$ cat src/rtl/psc_pkg.sv
// psc_pkg: shared widths, register indexes, command types and controller states
// for the pressure sensor compensation unit; no dependencies
`default_nettype none

package psc_pkg;

  // field widths
  localparam int WORD_W  = 24;
  localparam int COEFF_W = 16;
  localparam int TEMP_W  = 19;
  localparam int PRES_W  = 22;
  localparam int IDX_W   = 3;

  typedef logic [WORD_W-1:0]         word_t;
  typedef logic [COEFF_W-1:0]        coeff_t;
  typedef logic [IDX_W-1:0]          idx_t;
  typedef logic signed [TEMP_W-1:0]  temp_t;
  typedef logic signed [PRES_W-1:0]  pres_t;

  // configuration register indexes
  localparam idx_t REG_SENS_BASE   = 3'd0;
  localparam idx_t REG_OFFSET_BASE = 3'd1;
  localparam idx_t REG_SENS_TEMP   = 3'd2;
  localparam idx_t REG_OFFSET_TEMP = 3'd3;
  localparam idx_t REG_REF_TEMP    = 3'd4;
  localparam idx_t REG_TEMP_SLOPE  = 3'd5;

  // operand pairs for the shared multiplier
  typedef enum logic [2:0] {
    MUL_C6_DT,
    MUL_C4_DT,
    MUL_C3_DT,
    MUL_D1_LO,
    MUL_D1_HI
  } mul_sel_t;

  // controller to datapath commands
  typedef struct packed {
    logic     cap_d1;
    logic     cap_dt;
    logic     mul_en;
    mul_sel_t mul_sel;
    logic     save_temp;
    logic     save_off;
    logic     save_sens;
    logic     save_lo;
    logic     acc_add;
    logic     load_out;
  } cmd_t;

  // controller states
  typedef enum logic [3:0] {
    S_IDLE,
    S_MUL_T,
    S_MUL_OFF,
    S_MUL_SENS,
    S_SENS,
    S_MUL_LO,
    S_MUL_HI,
    S_ACC,
    S_DONE
  } state_t;

endpackage

`default_nettype wire

$ cat src/rtl/psc_adc_if.sv
// psc_adc_if: input channel carrying one raw adc word
// depends on psc_pkg
`default_nettype none

interface psc_adc_if;
  logic              valid;
  logic              ready;
  psc_pkg::word_t    adc_word;

  modport source (output valid, output adc_word, input ready);
  modport sink   (input valid, input adc_word, output ready);
endinterface

`default_nettype wire

$ cat src/rtl/psc_result_if.sv
// psc_result_if: output channel carrying compensated temperature and pressure
// depends on psc_pkg
`default_nettype none

interface psc_result_if;
  logic              valid;
  logic              ready;
  psc_pkg::temp_t    temperature;
  psc_pkg::pres_t    pressure;

  modport source (output valid, output temperature, output pressure, input ready);
  modport sink   (input valid, input temperature, input pressure, output ready);
endinterface

`default_nettype wire

$ cat src/rtl/psc_cfg_if.sv
// psc_cfg_if: configuration write channel, register index and data
// depends on psc_pkg
`default_nettype none

interface psc_cfg_if;
  logic              valid;
  logic              ready;
  psc_pkg::idx_t     index;
  psc_pkg::coeff_t   data;

  modport source (output valid, output index, output data, input ready);
  modport sink   (input valid, input index, input data, output ready);
endinterface

`default_nettype wire

$ cat src/rtl/psc_ctrl.sv
// psc_ctrl: sequencing state machine, word phase and output valid flag
// depends on psc_pkg
`default_nettype none

module psc_ctrl (
  input  logic          clk,
  input  logic          rst,
  input  logic          in_valid,
  output logic          in_ready,
  output logic          out_valid,
  input  logic          out_ready,
  output psc_pkg::cmd_t cmd
);
  import psc_pkg::*;

  state_t state, state_next;
  logic   expect_temperature;
  logic   in_fire;
  logic   out_free;

  assign in_ready = (state == S_IDLE);
  assign in_fire  = in_valid && in_ready;
  assign out_free = !out_valid || out_ready;

  // state and phase registers
  always_ff @(posedge clk) begin
    if (rst) begin
      state              <= S_IDLE;
      expect_temperature <= 1'b0;
    end else begin
      state <= state_next;
      if (in_fire) begin
        expect_temperature <= !expect_temperature;
      end
    end
  end

  // output word valid flag
  always_ff @(posedge clk) begin
    if (rst) begin
      out_valid <= 1'b0;
    end else if (cmd.load_out) begin
      out_valid <= 1'b1;
    end else if (out_ready) begin
      out_valid <= 1'b0;
    end
  end

  // next state
  always_comb begin
    state_next = state;
    unique case (state)
      S_IDLE: begin
        if (in_fire && expect_temperature) begin
          state_next = S_MUL_T;
        end
      end
      S_MUL_T:    state_next = S_MUL_OFF;
      S_MUL_OFF:  state_next = S_MUL_SENS;
      S_MUL_SENS: state_next = S_SENS;
      S_SENS:     state_next = S_MUL_LO;
      S_MUL_LO:   state_next = S_MUL_HI;
      S_MUL_HI:   state_next = S_ACC;
      S_ACC:      state_next = S_DONE;
      S_DONE: begin
        if (out_free) begin
          state_next = S_IDLE;
        end
      end
      default:    state_next = S_IDLE;
    endcase
  end

  // datapath commands
  always_comb begin
    cmd         = '0;
    cmd.mul_sel = MUL_C6_DT;
    unique case (state)
      S_IDLE: begin
        cmd.cap_d1 = in_fire && !expect_temperature;
        cmd.cap_dt = in_fire && expect_temperature;
      end
      S_MUL_T: begin
        cmd.mul_en  = 1'b1;
        cmd.mul_sel = MUL_C6_DT;
      end
      S_MUL_OFF: begin
        cmd.save_temp = 1'b1;
        cmd.mul_en    = 1'b1;
        cmd.mul_sel   = MUL_C4_DT;
      end
      S_MUL_SENS: begin
        cmd.save_off = 1'b1;
        cmd.mul_en   = 1'b1;
        cmd.mul_sel  = MUL_C3_DT;
      end
      S_SENS: begin
        cmd.save_sens = 1'b1;
      end
      S_MUL_LO: begin
        cmd.mul_en  = 1'b1;
        cmd.mul_sel = MUL_D1_LO;
      end
      S_MUL_HI: begin
        cmd.save_lo = 1'b1;
        cmd.mul_en  = 1'b1;
        cmd.mul_sel = MUL_D1_HI;
      end
      S_ACC: begin
        cmd.acc_add = 1'b1;
      end
      S_DONE: begin
        cmd.load_out = out_free;
      end
      default: begin
        cmd = '0;
      end
    endcase
  end

endmodule

`default_nettype wire

$ cat src/rtl/psc_dp.sv
// psc_dp: coefficient registers, held pressure word, shared 25x18 multiplier
// and compensation arithmetic; depends on psc_pkg
`default_nettype none

module psc_dp (
  input  logic            clk,
  input  logic            rst,
  input  psc_pkg::cmd_t   cmd,
  input  psc_pkg::word_t  word,
  input  logic            cfg_we,
  input  psc_pkg::idx_t   cfg_index,
  input  psc_pkg::coeff_t cfg_data,
  output psc_pkg::temp_t  temperature,
  output psc_pkg::pres_t  pressure
);
  import psc_pkg::*;

  coeff_t sens_base_coeff;
  coeff_t offset_base_coeff;
  coeff_t sens_temp_coeff;
  coeff_t offset_temp_coeff;
  coeff_t ref_temp_coeff;
  coeff_t temp_slope_coeff;
  word_t  held_pressure_word;

  logic signed [24:0] dt, dt_next;
  logic signed [24:0] op_a;
  logic signed [17:0] op_b;
  logic signed [42:0] mul_out;
  logic signed [42:0] prod;
  logic signed [19:0] temp_sum;
  temp_t              temp;
  logic signed [35:0] off, off_next;
  logic signed [34:0] sens_sum;
  logic signed [33:0] sens;
  logic signed [59:0] acc;
  logic signed [38:0] pres_diff;

  // coefficient registers, unknown indexes dropped
  always_ff @(posedge clk) begin
    if (rst) begin
      sens_base_coeff   <= '0;
      offset_base_coeff <= '0;
      sens_temp_coeff   <= '0;
      offset_temp_coeff <= '0;
      ref_temp_coeff    <= '0;
      temp_slope_coeff  <= '0;
    end else if (cfg_we) begin
      unique case (cfg_index)
        REG_SENS_BASE:   sens_base_coeff   <= cfg_data;
        REG_OFFSET_BASE: offset_base_coeff <= cfg_data;
        REG_SENS_TEMP:   sens_temp_coeff   <= cfg_data;
        REG_OFFSET_TEMP: offset_temp_coeff <= cfg_data;
        REG_REF_TEMP:    ref_temp_coeff    <= cfg_data;
        REG_TEMP_SLOPE:  temp_slope_coeff  <= cfg_data;
        default: begin
        end
      endcase
    end
  end

  // held pressure word
  always_ff @(posedge clk) begin
    if (rst) begin
      held_pressure_word <= '0;
    end else if (cmd.cap_d1) begin
      held_pressure_word <= word;
    end
  end

  // dT = D2 - C5 * 256
  assign dt_next = $signed({1'b0, word}) - $signed({1'b0, ref_temp_coeff, 8'h00});

  // multiplier operand select
  always_comb begin
    unique case (cmd.mul_sel)
      MUL_C6_DT: begin
        op_a = dt;
        op_b = $signed({2'b00, temp_slope_coeff});
      end
      MUL_C4_DT: begin
        op_a = dt;
        op_b = $signed({2'b00, offset_temp_coeff});
      end
      MUL_C3_DT: begin
        op_a = dt;
        op_b = $signed({2'b00, sens_temp_coeff});
      end
      MUL_D1_LO: begin
        op_a = $signed({1'b0, held_pressure_word});
        op_b = $signed({1'b0, sens[16:0]});
      end
      MUL_D1_HI: begin
        op_a = $signed({1'b0, held_pressure_word});
        op_b = $signed({sens[33], sens[33:17]});
      end
      default: begin
        op_a = dt;
        op_b = '0;
      end
    endcase
  end

  assign mul_out = op_a * op_b;

  // TEMP = 2000 + (C6*dT) >> 23
  assign temp_sum = $signed(prod[42:23]) + 20'sd2000;
  // OFF = C2 << 16 + (C4*dT) >> 7
  assign off_next = $signed(prod[42:7]) + $signed({4'b0000, offset_base_coeff, 16'h0000});
  // SENS = C1 << 15 + (C3*dT) >> 8
  assign sens_sum = $signed(prod[42:8]) + $signed({4'b0000, sens_base_coeff, 15'h0000});
  // P = ((D1*SENS) >> 21 - OFF) >> 15
  assign pres_diff = $signed(acc[59:21]) - $signed({{3{off[35]}}, off});

  // working registers
  always_ff @(posedge clk) begin
    if (cmd.cap_dt) begin
      dt <= dt_next;
    end
    if (cmd.mul_en) begin
      prod <= mul_out;
    end
    if (cmd.save_temp) begin
      temp <= temp_sum[TEMP_W-1:0];
    end
    if (cmd.save_off) begin
      off <= off_next;
    end
    if (cmd.save_sens) begin
      sens <= sens_sum[33:0];
    end
    // D1*SENS built from a low and a high partial product
    if (cmd.save_lo) begin
      acc <= {{17{prod[42]}}, prod};
    end else if (cmd.acc_add) begin
      acc <= acc + $signed({prod, 17'h00000});
    end
  end

  // result word register
  always_ff @(posedge clk) begin
    if (cmd.load_out) begin
      temperature <= temp;
      pressure    <= pres_diff[36:15];
    end
  end

endmodule

`default_nettype wire

$ cat src/rtl/pressure_sensor_compensation_unit.sv
// pressure_sensor_compensation_unit: top level, joins controller and datapath
// depends on psc_pkg, psc_adc_if, psc_result_if, psc_cfg_if, psc_ctrl, psc_dp
//
// usage
//   adc: raw 24-bit conversion words, alternating pressure then temperature.
//     A pressure word is held and gives no result; a temperature word runs
//     first-order compensation and gives one result word.
//   result: compensated temperature (centidegrees) and pressure, held in an
//     output register until taken.
//   cfg: write channel for the six calibration coefficients, always ready.
//     Write them only while the block is idle.
// timing
//   a pressure word is held and adc stays ready; a temperature word gives its
//   result after five passes through the one shared 25x18 multiplier plus the
//   sens, accumulate and final subtract steps.
//   adc is ready again the cycle after the result is loaded.
// reset
//   coefficients clear to zero, a pressure word is expected first and the
//   held pressure word is zero. If result stalls, the block waits in its
//   last step with the next result until the output register frees up.
`default_nettype none

module pressure_sensor_compensation_unit (
  input logic          clk,
  input logic          rst,
  psc_adc_if.sink      adc,
  psc_result_if.source result,
  psc_cfg_if.sink      cfg
);
  import psc_pkg::*;

  cmd_t cmd;

  assign cfg.ready = 1'b1;

  // sequencing
  psc_ctrl u_ctrl (
    .clk       (clk),
    .rst       (rst),
    .in_valid  (adc.valid),
    .in_ready  (adc.ready),
    .out_valid (result.valid),
    .out_ready (result.ready),
    .cmd       (cmd)
  );

  // arithmetic and storage
  psc_dp u_dp (
    .clk         (clk),
    .rst         (rst),
    .cmd         (cmd),
    .word        (adc.adc_word),
    .cfg_we      (cfg.valid),
    .cfg_index   (cfg.index),
    .cfg_data    (cfg.data),
    .temperature (result.temperature),
    .pressure    (result.pressure)
  );

endmodule

`default_nettype wire

$ cat src/flat_wrapper.sv
// flat-port wrapper written by rule: the top's interface ports become plain ports
module pressure_sensor_compensation_unit_flat import psc_pkg::*;
  (clk, rst, adc_valid, adc_adc_word, adc_ready, result_valid, result_temperature, result_pressure, result_ready, cfg_valid, cfg_index, cfg_data, cfg_ready);
  psc_adc_if adc_i ();
  psc_result_if result_i ();
  psc_cfg_if cfg_i ();
  input logic clk;
  input logic rst;
  input wire logic [$bits(adc_i.valid)-1:0] adc_valid;
  input wire logic [$bits(adc_i.adc_word)-1:0] adc_adc_word;
  output wire logic [$bits(adc_i.ready)-1:0] adc_ready;
  output wire logic [$bits(result_i.valid)-1:0] result_valid;
  output wire logic [$bits(result_i.temperature)-1:0] result_temperature;
  output wire logic [$bits(result_i.pressure)-1:0] result_pressure;
  input wire logic [$bits(result_i.ready)-1:0] result_ready;
  input wire logic [$bits(cfg_i.valid)-1:0] cfg_valid;
  input wire logic [$bits(cfg_i.index)-1:0] cfg_index;
  input wire logic [$bits(cfg_i.data)-1:0] cfg_data;
  output wire logic [$bits(cfg_i.ready)-1:0] cfg_ready;
  assign adc_i.valid = adc_valid;
  assign adc_i.adc_word = adc_adc_word;
  assign adc_ready = adc_i.ready;
  assign result_valid = result_i.valid;
  assign result_temperature = result_i.temperature;
  assign result_pressure = result_i.pressure;
  assign result_i.ready = result_ready;
  assign cfg_i.valid = cfg_valid;
  assign cfg_i.index = cfg_index;
  assign cfg_i.data = cfg_data;
  assign cfg_ready = cfg_i.ready;
  pressure_sensor_compensation_unit u_core (.clk(clk), .rst(rst), .adc(adc_i), .result(result_i), .cfg(cfg_i));
endmodule
$ cat config.mk
export PLATFORM = sky130hd
export DESIGN_NAME = pressure_sensor_compensation_unit_flat
export DESIGN_NICKNAME = d
export VERILOG_FILES = /design/src/rtl/psc_pkg.sv /design/src/rtl/psc_adc_if.sv /design/src/rtl/psc_result_if.sv /design/src/rtl/psc_cfg_if.sv /design/src/rtl/psc_ctrl.sv /design/src/rtl/psc_dp.sv /design/src/rtl/pressure_sensor_compensation_unit.sv /design/src/flat_wrapper.sv
export SDC_FILE = /design/constraint.sdc
export NUM_CORES = 2
export LEC_CHECK = 0
export BUFFER_PORTS_ARGS = -buffer_cell sky130_fd_sc_hd__clkbuf_2
export CAP_MARGIN = 20
export CORE_AREA = 3 3 243 245
export DETAILED_ROUTE_END_ITERATION = 10
export DIE_AREA = 0 0 246 248
export PLACE_DENSITY = 0.77
export RECOVER_POWER = 50
export SLEW_MARGIN = 20
export SYNTH_ARGS = -nofsm -noshare
export SYNTH_HDL_FRONTEND = slang
export SYNTH_SLANG_ARGS = --single-unit
$ cat constraint.sdc
create_clock -name clk -period 15.3 [get_ports clk]
set_input_delay 2.295 -clock clk [delete_from_list [all_inputs] [get_ports clk]]
set_output_delay 2.295 -clock clk [all_outputs]
set_load 0.03 [all_outputs]
After elaboration in Yosys (flattened, before gate mapping)
Cells that the tools add are included.

Flip-flop bits (word level): 384. Bits of input ports: 48. Output and inout bits: 44. Logic and storage cells: 80.

Add/sub/neg operators: 6. $mul: 1. Eq/ne operators: 19. Mux-type cells: 17. Reductions and logical operators: 19.

Operators by type and width (count): 60-bit 2-to-1 mux (2); 18-bit one-hot mux with 5 select lines (1); 60-bit adder (1); 25-bit by 18-bit multiplier with 43-bit output (1); 37-bit by 36-bit subtractor with 37-bit output (1); 36-bit by 33-bit adder with 36-bit output (1); 4-bit one-hot mux with 9 select lines (1); 34-bit by 32-bit adder with 34-bit output (1); 25-bit 2-to-1 mux (1); 24-bit by 24-bit subtractor with 25-bit output (1); 4-bit one-hot mux with 5 select lines (1); 19-bit by 12-bit adder with 19-bit output, second input constant (1); 4-bit by 3-bit == test with 1-bit output, second input constant (4); 2-bit AND reduction (7); 3-bit by 2-bit == test with 1-bit output, second input constant (4); 3-bit == test, second input constant (3); 4-bit by 2-bit == test with 1-bit output, second input constant (2); 1-bit 2-to-1 mux (8); 4-bit 2-to-1 mux (2); 3-bit by 1-bit == test with 1-bit output, second input constant (2); 3-bit zero test (2); 4-bit by 1-bit == test with 1-bit output, second input constant (1); 4-bit == test, second input constant (1); 4-bit zero test (1); other kinds (8) (12).

Logic depth before layout (Yosys ltp)
Word-level depth: 6. Mapped depth: 34. Depth with buffers taken out: 30.

Cells and area by module
From an unflattened synthesis, not the netlist that was laid out.

Cells, all modules: 3697. Area, all modules: 34609.4 um^2.

By module, submodules not included: psc_dp (instances 1, cells an instance 3649, area each 34214.1 um^2, seq. area each 9579.2 um^2); psc_ctrl (instances 1, cells an instance 46, area each 384.1 um^2, seq. area each 120.1 um^2); pressure_sensor_compensation_unit (instances 1, cells an instance 2, area each 11.3 um^2, seq. area each 0.0 um^2).

Worst setup path before layout
No wires, ideal clock.

Path type: register -> register. From: register u_core.u_ctrl.state[0]. To: register u_core.u_dp.prod[41], data pin. Library setup time: 0.258 ns. Data arrival time: 8.057 ns. Data required time: 15.042 ns. Path slack: 6.985 ns. Stages on the path, launching flop included: 29. Buffers on the path: 3. Period minus slack after synthesis: 8.315 ns. Path through: dfxtp_1 -> buf_2 -> nand2b_1 -> nor2_1 -> clkbuf_1 -> a22oi_1 -> nand3_1 -> clkbuf_1 -> nand2_1 -> fa_1 -> inv_1 -> fa_1 -> fa_1 -> fa_1 -> fa_1 -> inv_1 -> fa_1 -> inv_1 -> ha_1 -> a21o_1 -> a21o_1 -> a221o_1 -> a21oi_1 -> nand2_1 -> a21oi_2 -> o311ai_1 -> a31o_2 -> a21oi_1 -> xnor2_1.

Longest elaborated chain between the ends: 6. Elaborated cells on any way between the ends: 15. Those cells by class: mul: 1; eq/ne: 9; mux: 3; reduce/logical: 2.

RTL lines: start, declared (RTL line psc_ctrl.sv:16) `state_t state, state_next;`; start signal, assigned (RTL line psc_ctrl.sv:31) `state <= state_next;`; 4-bit by 3-bit == test with 1-bit output, or another cell as far along (RTL line psc_ctrl.sv:78) `unique case (state)`; 4-bit one-hot mux with 5 select lines (*) (RTL line psc_ctrl.sv:78); 3-bit == test / 3-bit by 2-bit == test with 1-bit output (equally long branches) (RTL line psc_dp.sv:76) `unique case (cmd.mul_sel)`; 2-bit OR reduction (no source line); 25-bit 2-to-1 mux (RTL line psc_dp.sv:76); 25-bit by 18-bit multiplier with 43-bit output (*) (RTL line psc_dp.sv:104) `assign mul_out = op_a * op_b;`; via u_core.u_dp.mul_out[41] (RTL line psc_dp.sv:29) `logic signed [42:0] mul_out;`; end signal, assigned (RTL line psc_dp.sv:121) `prod <= mul_out;`; end, declared (RTL line psc_dp.sv:30) `logic signed [42:0] prod;`.

Mark *: on every way through the listed nets, which the timed path passes. The rest lies on a longest branch. A chain may end at the register's enable or synchronous reset.

Final worst setup path
From: register u_core.u_ctrl.state[0]. To: register u_core.u_dp.prod[42], data pin.

Same word-level chain as after synthesis.

==> results.json <==
{
  "power_density_nw_per_um2": 117,
  "syn_area_um2": 34100,
  "slowest_stage": "clkbuf_1",
  "cts_buffer_depth": 3,
  "pin_count": 92,
  "finalPower_mw": 4.32,
  "clk_pin_slew_ns": 0.07,
  "fmax_mhz": 95.4,
  "antenna_found_initial": 1,
  "fin_util": 0.644,
  "final_cell_mix": "nand2_1 (600), inv_1 (578), fa_1 (445)",
  "ys_types": 74,
  "rsz0062_at_grt": "no",
  "first_pass_iters": 6,
  "syn_to_final_growth_pct": 8.16,
  "violations": "max-capacitance violations, max-slew violations",
  "fin_cells": 4471,
  "ys.flop_type": "edfxtp_1",
  "num_vias": 26200,
  "synth.top_cell.area_share": 0.261,
  "die-height_um": 248,
  "vias_per_cell": 5.86,
  "yosys_warnings": 0,
  "grt_use_total": 0.309,
  "layout.nets": 4396,
  "hp-start": "u_core.u_dp.temp[18]",
  "maxSlewViolCount": 251,
  "multi_input_area_um2": 21800,
  "cts-root-buf": "clkbuf_16",
  "grt_start_max_net_pins": 94,
  "clock_skew_ns": 0.0361,
  "final_common_cell": "nand2_1",
  "relSlewSlack": -1.08,
  "ctsHoldBuffers": 0,
  "setup-tns-final_ns": 0,
  "p_leak_nw": 16.9,
  "detail_route.wl_per_cell_um": 20.7,
  "cts_max_level": 2,
  "hold_path_class": "reg -> reg",
  "worst_pin_slew_ns": 3.13,
  "avgSynthCellArea_um2": 9.47,
  "fill_cells": 4599,
  "layout-drive-gt1-share": 0.0677,
  "fp-row-count": 88,
  "start_util": 0.595,
  "crit_path_end_kind": "flip-flop",
  "core-area_um2": 57400,
  "synth_edf_count": 239,
  "min_period_ns": 10.48,
  "reg2reg_from": "u_core.u_ctrl.state[0]",
  "async_reset_ff_frac": 0,
  "postCtsSetupRepairBufs": 0,
  "dpl.cell_count": 4393,
  "critPathMaxFanout": 52,
  "ys_seq_area_frac": 0.284,
  "cp.required_ns": 15.62,
  "drtAntennaViolNets": 0,
  "cp.arrival_ns": 10.80,
  "hold_viol": 0,
  "dp_slack_ns": 6.53,
  "ir_drop_mv": 0.103,
  "cts_tree": "built",
  "ys_ff_latch": 365,
  "synthTopCellsByArea": "fa_1 (26%), edfxtp_1 (21%), ha_1 (8.5%)",
  "grt_pass1_wl_um": 144000,
  "grt-ovfl-total": 0,
  "crit_path_start": "u_core.u_ctrl.state[0]",
  "hpwl_um": 70300,
  "first_iter_violations": 2516,
  "setup_violations": 0,
  "clkSinkCount": 365,
  "netlist.top_cell.by_area": "fa_1",
  "start_kind": "flip-flop",
  "post_cts_resized": 0,
  "cap_violations": 7,
  "grt_pass1_vias": 26100,
  "worst_slack_ns": 4.82,
  "period_share": 0.685,
  "seqCellArea_um2": 9700,
  "drc": 0,
  "syn_inst": 3606,
  "wl_um": 92400,
  "criticalPathCategory": "reg -> reg",
  "gp_congestion": 0.969,
  "outcome": "finished, violations left",
  "io_buffers": 90,
  "fp.dieW_um": 246,
  "max_stage_delay_ns": 2.20,
  "die_area_um2": 61000,
  "worstSkewPairLatency_ns": 0.60,
  "numCtsBuffers": 41
}
cell families (layout without fill, tap and decap cells):
group                    count (synthesis)  in the layout  synth area share
multiplexers                            49             49            0.0152
XOR/XNOR                               159            159            0.0408
AND/OR/NAND/NOR                       1112           1112             0.138
AO/OA/AOI/OAI                          550            550            0.0994
flip-flops                             365            365             0.284
buffers and inverters                  694            792            0.0767
adder cells (fa/ha/maj)                676            676             0.346
other                                    1              3          0.000110
synth_stat cells, drive strengths merged, types with 4 or more instances:
cell / number
nand2: 600
inv: 578
fa: 445
nor2: 292
edfxtp: 239
a21oi: 238
ha: 231
dfxtp: 126
o21ai: 107
xnor2: 102
clkbuf: 99
a21o: 57
xor2: 57
nand2b: 42
nand3: 35
nor3: 27
mux2i: 25
a22oi: 24
mux2: 24
nor2b: 23
and3: 19
nand4: 18
buf: 17
a211oi: 16
a31oi: 15
o21a: 15
and2: 13
and4: 13
o211ai: 11
or2: 11
o21bai: 10
a2111oi: 6
a211o: 5
or3: 5
a21boi: 4
a221oi: 4
a31o: 4
nor3b: 4
nor4: 4
o22ai: 4
o31ai: 4
stage by stage:
stage                     hold WS [ns]  instance area (um2)
final                            0.405                36900
after global routing             0.423                36900
after CTS                        0.406                37000
after detailed placement         0.406                35500
after global placement           0.401                35500
after floorplan                  0.400                34100
report_power, final:
group          switching [mW]  internal, mW
combinational            1.07         0.643
clock                   0.432         0.648
sequential              0.206          1.32
total                    1.71          2.61
worst max-delay path, delay by kind of cell, from the launching register on:
family / cells / cell delay (ns)
fa+ha+maj: 7 / 3.20
buf+inv: 6 / 2.46
simple gates: 7 / 2.16
compound gates: 7 / 1.69
flops: 1 / 0.56
xor+xnor: 1 / 0.09
state kept, by name, summed over array words and instances, names as in the netlist, 19 cells and up:
signal,flops
u_core.u_dp.prod,43
u_core.u_dp.acc,41
u_core.u_dp.off,36
u_core.u_dp.sens,34
u_core.u_dp.dt,25
u_core.u_dp.held_pressure_word,24
u_core.u_dp.pressure,22
u_core.u_dp.temp,19
u_core.u_dp.temperature,19
area by class of cell:
cell class,instances,area share
antenna,1,0.0000678
clock buffer,51,0.0316
clock inverter,25,0.00847
inverter,578,0.0587
multi-input combinational,2548,0.591
sequential,365,0.263
tap,765,0.0259
timing repair buffer,138,0.0212
routing by layer:
layer,wire (um),track usage
met4,4670,0.135
met5,0,0
met1,35700,0.413
met2,42800,0.499
met3,9210,0.0535
final timing paths:
check / end / slack, ns / cells after the start
max: u_core.u_dp.prod[42] / 4.82 / 28
max reg2reg: u_core.u_dp.prod[42] / 4.82 / 28
min reg2reg: u_core.u_dp.temperature[18] / 0.40 / 0
min: u_core.u_dp.temperature[18] / 0.40 / 0
No activity file was read; power rests on OpenSTA's default activity.
